### src/rtl/core/pssa_pkg.sv
// ----------------------------------------------------------------------------
// pssa_pkg
// Shared types and constants of the page span split allocator: field widths,
// result status codes, register indexes, controller states and the command
// and status groups between controller and datapath.
// ----------------------------------------------------------------------------
package pssa_pkg;

   // Field widths of the request, result and register channels
   localparam int PAGES_W    = 8;
   localparam int STATUS_W   = 2;
   localparam int START_W    = 32;
   localparam int GRANT_W    = 7;
   localparam int CFG_W      = 32;
   localparam int CSR_ADDR_W = 4;

   // Register indexes
   localparam logic [CSR_ADDR_W-1:0] CSR_POOL_BASE  = CSR_ADDR_W'(0);
   localparam logic [CSR_ADDR_W-1:0] CSR_POOL_LIMIT = CSR_ADDR_W'(1);

   localparam logic [CFG_W-1:0] POOL_BASE_RESET  = CFG_W'(0);
   localparam logic [CFG_W-1:0] POOL_LIMIT_RESET = CFG_W'(65536);

   // Result status codes
   typedef enum logic [STATUS_W-1:0] {
      ST_OK       = 2'd0,
      ST_BAD_SIZE = 2'd1,
      ST_OOM      = 2'd2,
      ST_DROPPED  = 2'd3
   } alloc_status_type;

   // Controller states
   typedef enum logic [2:0] {
      S_IDLE,
      S_SEARCH,
      S_PICK,
      S_POP,
      S_LOAD,
      S_PUSH,
      S_DONE
   } ctrl_state_type;

   // Commands from controller to datapath
   typedef struct packed {
      logic load_req;    // capture request size, clear result
      logic search;      // register first stage of free list search
      logic set_bad;     // result is bad size
      logic set_oom;     // result is out of memory
      logic take;        // take found list, read its fill count
      logic carve;       // carve a fresh block from the pool
      logic pop;         // drop fill count, read run store
      logic load_start;  // capture popped start page
      logic push;        // push remainder if its list has room
      logic rsp_load;    // load output register
   } dp_cmd_type;

   // Status from datapath to controller
   typedef struct packed {
      logic bad_size;
      logic found;
      logic pool_short;
      logic rem_fresh;
      logic rem_taken;
      logic out_free;
   } dp_status_type;

endpackage

### src/rtl/core/pssa_ctrl.sv
// ----------------------------------------------------------------------------
// pssa_ctrl
// Allocation sequencer: walks one request through size check, free list
// search, pop, remainder push and result hand-off.
// ----------------------------------------------------------------------------
module pssa_ctrl (
   input  logic                    clock,
   input  logic                    reset,
   input  logic                    req_valid,
   output logic                    req_ready,
   input  pssa_pkg::dp_status_type stat,
   output pssa_pkg::dp_cmd_type    cmd
);
   import pssa_pkg::*;

   ctrl_state_type state_ff;
   ctrl_state_type state_in;

   // State register
   always_ff @(posedge clock) begin
      if (reset) begin
         state_ff <= S_IDLE;
      end else begin
         state_ff <= state_in;
      end
   end

   // Next state
   always_comb begin
      state_in = state_ff;
      case (state_ff)
         S_IDLE: begin
            if (req_valid) begin
               state_in = S_SEARCH;
            end
         end
         S_SEARCH: begin
            state_in = stat.bad_size ? S_DONE : S_PICK;
         end
         S_PICK: begin
            if (stat.found) begin
               state_in = S_POP;
            end else if (stat.pool_short) begin
               state_in = S_DONE;
            end else begin
               state_in = stat.rem_fresh ? S_PUSH : S_DONE;
            end
         end
         S_POP: begin
            state_in = S_LOAD;
         end
         S_LOAD: begin
            state_in = stat.rem_taken ? S_PUSH : S_DONE;
         end
         S_PUSH: begin
            state_in = S_DONE;
         end
         S_DONE: begin
            if (stat.out_free) begin
               state_in = S_IDLE;
            end
         end
         default: begin
            state_in = S_IDLE;
         end
      endcase
   end

   // Commands
   always_comb begin
      cmd       = '0;
      req_ready = 1'b0;
      case (state_ff)
         S_IDLE: begin
            req_ready    = 1'b1;
            cmd.load_req = req_valid;
         end
         S_SEARCH: begin
            cmd.search  = 1'b1;
            cmd.set_bad = stat.bad_size;
         end
         S_PICK: begin
            if (stat.found) begin
               cmd.take = 1'b1;
            end else if (stat.pool_short) begin
               cmd.set_oom = 1'b1;
            end else begin
               cmd.carve = 1'b1;
            end
         end
         S_POP: begin
            cmd.pop = 1'b1;
         end
         S_LOAD: begin
            cmd.load_start = 1'b1;
         end
         S_PUSH: begin
            cmd.push = 1'b1;
         end
         S_DONE: begin
            cmd.rsp_load = stat.out_free;
         end
         default: begin
            cmd = '0;
         end
      endcase
   end

endmodule

### config.mk
export PLATFORM = sky130hd
export DESIGN_NAME = pssa_ctrl
export DESIGN_NICKNAME = d
export VERILOG_FILES = /design/src/rtl/core/pssa_pkg.sv /design/src/rtl/core/pssa_ctrl.sv
export SDC_FILE = /design/constraint.sdc
export NUM_CORES = 1
export LEC_CHECK = 0
export ABC_AREA = 0
export BUFFER_PORTS_ARGS = -buffer_cell sky130_fd_sc_hd__buf_2
export CAP_MARGIN = 20
export CORE_AREA = 2 2 39 41
export DETAILED_ROUTE_END_ITERATION = 12
export DIE_AREA = 0 0 41 43
export PLACE_DENSITY = 0.53
export SLEW_MARGIN = 15
export SYNTH_ARGS = -nofsm -noshare
export SYNTH_HDL_FRONTEND = slang
export SYNTH_SLANG_ARGS = --single-unit
### constraint.sdc
create_clock -name clock -period 0.9 [get_ports clock]
set_input_delay 0.09 -clock clock [delete_from_list [all_inputs] [get_ports clock]]
set_output_delay 0.09 -clock clock [all_outputs]
set_load 0.1 [all_outputs]
-- Word-level counts from Yosys, hierarchy flattened
Cells that the tools add are included.
W data, S select, Z words.
- reduce and logical (&&, ||, !) cells: 2
- equality and inequality tests: 8
- multiplexer cells: 21
- operators with widths (cell ; number):
    $pmux W3 S7 ; 1
    $mux W3 ; 5
    $mux W1 ; 11
    $eq A3 B3 Y1 const B ; 3
    $mux W2 ; 4
    $eq A3 B2 Y1 const B ; 2
    $ne A2 B2 Y1 const B ; 2
    $eq A3 B1 Y1 const B ; 1
    $logic_not A3 Y1 ; 1
    $reduce_and A2 Y1 ; 1
- output and inout bits: 11
- logic and storage cells: 32
- bits in registers: 3
- bits of input ports: 9

-- Longest topological paths before layout
- depth in word-level cells: 4
- depth in mapped cells: 4
- gate-level depth less buffers: 3

-- Worst setup path before layout
OpenSTA, ideal clock, no wires.
- kind: register to output
- start: register state_ff[0]
- end: output cmd[6] (netlist name)
- cell stages (with the launch flop): 4
- data required time: 810 ps
- arrival time: 3735 ps
- path buffers: 1
- slack: -2925 ps
- cells stage by stage: dfxtp_1 -> buf_2 -> nand2b_1 -> nor4b_1
- RTL lines (element ; RTL line ; RTL):
    start, declared ; pssa_ctrl.sv:16 ; ctrl_state_type state_ff;
    start signal, assigned ; pssa_ctrl.sv:24 ; state_ff <= state_in;
    end, declared ; pssa_ctrl.sv:12 ; output pssa_pkg::dp_cmd_type cmd

==> flow_metrics.env <==
export IMPL_core_um2=1380
export IMPL_cts_buffers_inserted=3
export IMPL_io_pins=20
export IMPL_yosys_most_used_dff="dfxtp_1"
export IMPL_initial_core_util=0.206
export IMPL_antenna_cells=0
export IMPL_fin_tns_setup_ns=-4.57
export IMPL_final_nets=78
export IMPL_reg_largest_list="state_ff x3"
export IMPL_fp_dieH_um=43
export IMPL_hold_class="in -> reg"
export IMPL_worst_slack_ns=-0.426
export IMPL_cp_data_arrival_time_ns=1.24
export IMPL_largest_reg_flops=3
export IMPL_drt_total_wl_um=853
export IMPL_htree_levels=1
export IMPL_setup_viol=14
export IMPL_ant_nets=0
export IMPL_worstSetupEndpointType="output port"
export IMPL_synth_fp_nets=47
export IMPL_grt_pass1_wl_um=1420
export IMPL_status="finished with violations"
export IMPL_post_drt_wl_per_cell_um=10.2
export IMPL_period_share=1.47
export IMPL_grt_start_max_net_pins=13
export IMPL_synth_edf_count=0
export IMPL_root_buffer="clkbuf_4"
export IMPL_grt_usage=0.122
export IMPL_final_common_cell="buf_12"
export IMPL_violations="setup timing"
export IMPL_clk_latency_ns=0.24
export IMPL_via_per_inst=4.69
export IMPL_clk_pin_slew_ns=0.04
export IMPL_rsz0062_at_grt="true"
export IMPL_first_pass_iters=3
export IMPL_netlist_area_um2=285
export IMPL_maxSlewHeadroom=0.817
export IMPL_netlist_instances=38
export IMPL_grt_overflow=0
export IMPL_cts_buffer_depth=2
export IMPL_path_max_fanout=5
export IMPL_antenna_found_initial=0
export IMPL_cts_tree="yes"
export IMPL_cp_start_kind="flip-flop"
export IMPL_portBuffers=19
export IMPL_postCtsHoldBufs=0
export IMPL_async_flop_share=0
export IMPL_post_route_drc_count=0
export IMPL_cts_sinks=3
export IMPL_die_width_um=41
export IMPL_synth_area_leaders="dfxtp_1 (21%), and2_1 (6.6%), nand2b_1 (6.6%), nor2b_1 (6.6%), buf_2 (5.3%)"
export IMPL_gp_congestion=0.785
export IMPL_vias=394
export IMPL_top_register="state_ff"
export IMPL_synth_largest_area_cell="dfxtp_1"
export IMPL_crit_required_ns=0.81
export IMPL_critPathKind="reg -> out"
export IMPL_yosys_area_top_type_share=0.211
export IMPL_worst_pin_slew_ns=0.270
export IMPL_drv_cap=0
export IMPL_final_layout_size_suffix_gt1_frac=0.706
export IMPL_grt_pass1_vias=368
export IMPL_rows=14
export IMPL_hold_viol_final=0
export IMPL_dieArea_um2=1760
export IMPL_syn_avg_cell_area_um2=7.51
export IMPL_maxSlewViolCount=0
export IMPL_yosysWarningCount=0
export IMPL_mostFrequentLayoutCells="buf_12 (11), buf_4 (9), buf_2 (8)"
export IMPL_period_needed_ns=1.33
export IMPL_ys_types=23
export IMPL_fmax_ghz=0.754
export IMPL_areaGrowthSynthToFinish_pct=164
export IMPL_finalClockSkew_ns=0.00418
export IMPL_ys_seq_elements=3
export IMPL_first_iter_violations=3
export IMPL_seq_area_frac_synth=0.211
cell type report:
cell class	count	area (um2)
multi-input cells	30	293
fillers	121	629
well taps	16	20.0
repair buffers	29	339
clock buffers	4	26.3
inverters	2	7.51
flip-flops and latches	3	68.8
repair_timing:
item                                    CTS  global route
pin swaps                                 2             1
endpoints found under the setup margin   14            14
buffers inserted                          2             0
gates resized for setup                   2             0
kinds of logic (layout without fill, tap and decap cells):
kind of cell    count (synthesis)  in the layout  synth area share
compound gates                 10             10             0.263
flops                           3              3             0.211
simple gates                   20             20             0.447
buf+inv                         5             35            0.0789
final timing paths:
| path | from | to | slack (ns) | depth (start not counted) |
|---|---|---|---|---|
| min | reset | state_ff[2]$_SDFFE_PP0P_ | 0.03 | 2 |
| min reg2reg | state_ff[0]$_SDFFE_PP0P_ | state_ff[2]$_SDFFE_PP0P_ | 0.66 | 3 |
| max | state_ff[0]$_SDFFE_PP0P_ | cmd[6] | -0.43 | 3 |
| max reg2reg | state_ff[2]$_SDFFE_PP0P_ | state_ff[0]$_SDFFE_PP0P_ | -0.24 | 4 |
synth_stat cells (all sizes together), types with 2 or more instances:
master / count
a21oi: 3
and2: 3
buf: 3
dfxtp: 3
nand2b: 3
nor2b: 3
inv: 2
nand2: 2
nor2: 2
nor3b: 2
o211ai: 2
critical path, stage by stage, from the launching register on:
cell,delay [ns]
dfxtp_2,0.34
nand2b_4,0.17
nor4b_4,0.27
buf_12,0.21
per-layer routing:
metal	track usage	up-vias	share of wire
met3	0.0314	2	0.046
li1	-	199	-
met4	0.100	0	0.018
met2	0.191	11	0.54
met1	0.128	182	0.40
met5	0	-	0
metrics by stage:
stage                util  std cells  worst slack, ns  instance area [um2]  hold slack [ns]
global route        0.545         84           -0.468                  754           0.0264
CTS                 0.545         84           -0.439                  754           0.0252
finish              0.545         84           -0.426                  754           0.0307
global placement    0.511         78           -0.242                  707            0.279
floorplan               -         38            -1.03                  400            0.149
detailed placement  0.511         78           -0.259                  707            0.284
Power is left out: the tool's default activity adds up to more than one toggle a clock period on the data nets, which glitch-free logic cannot reach.
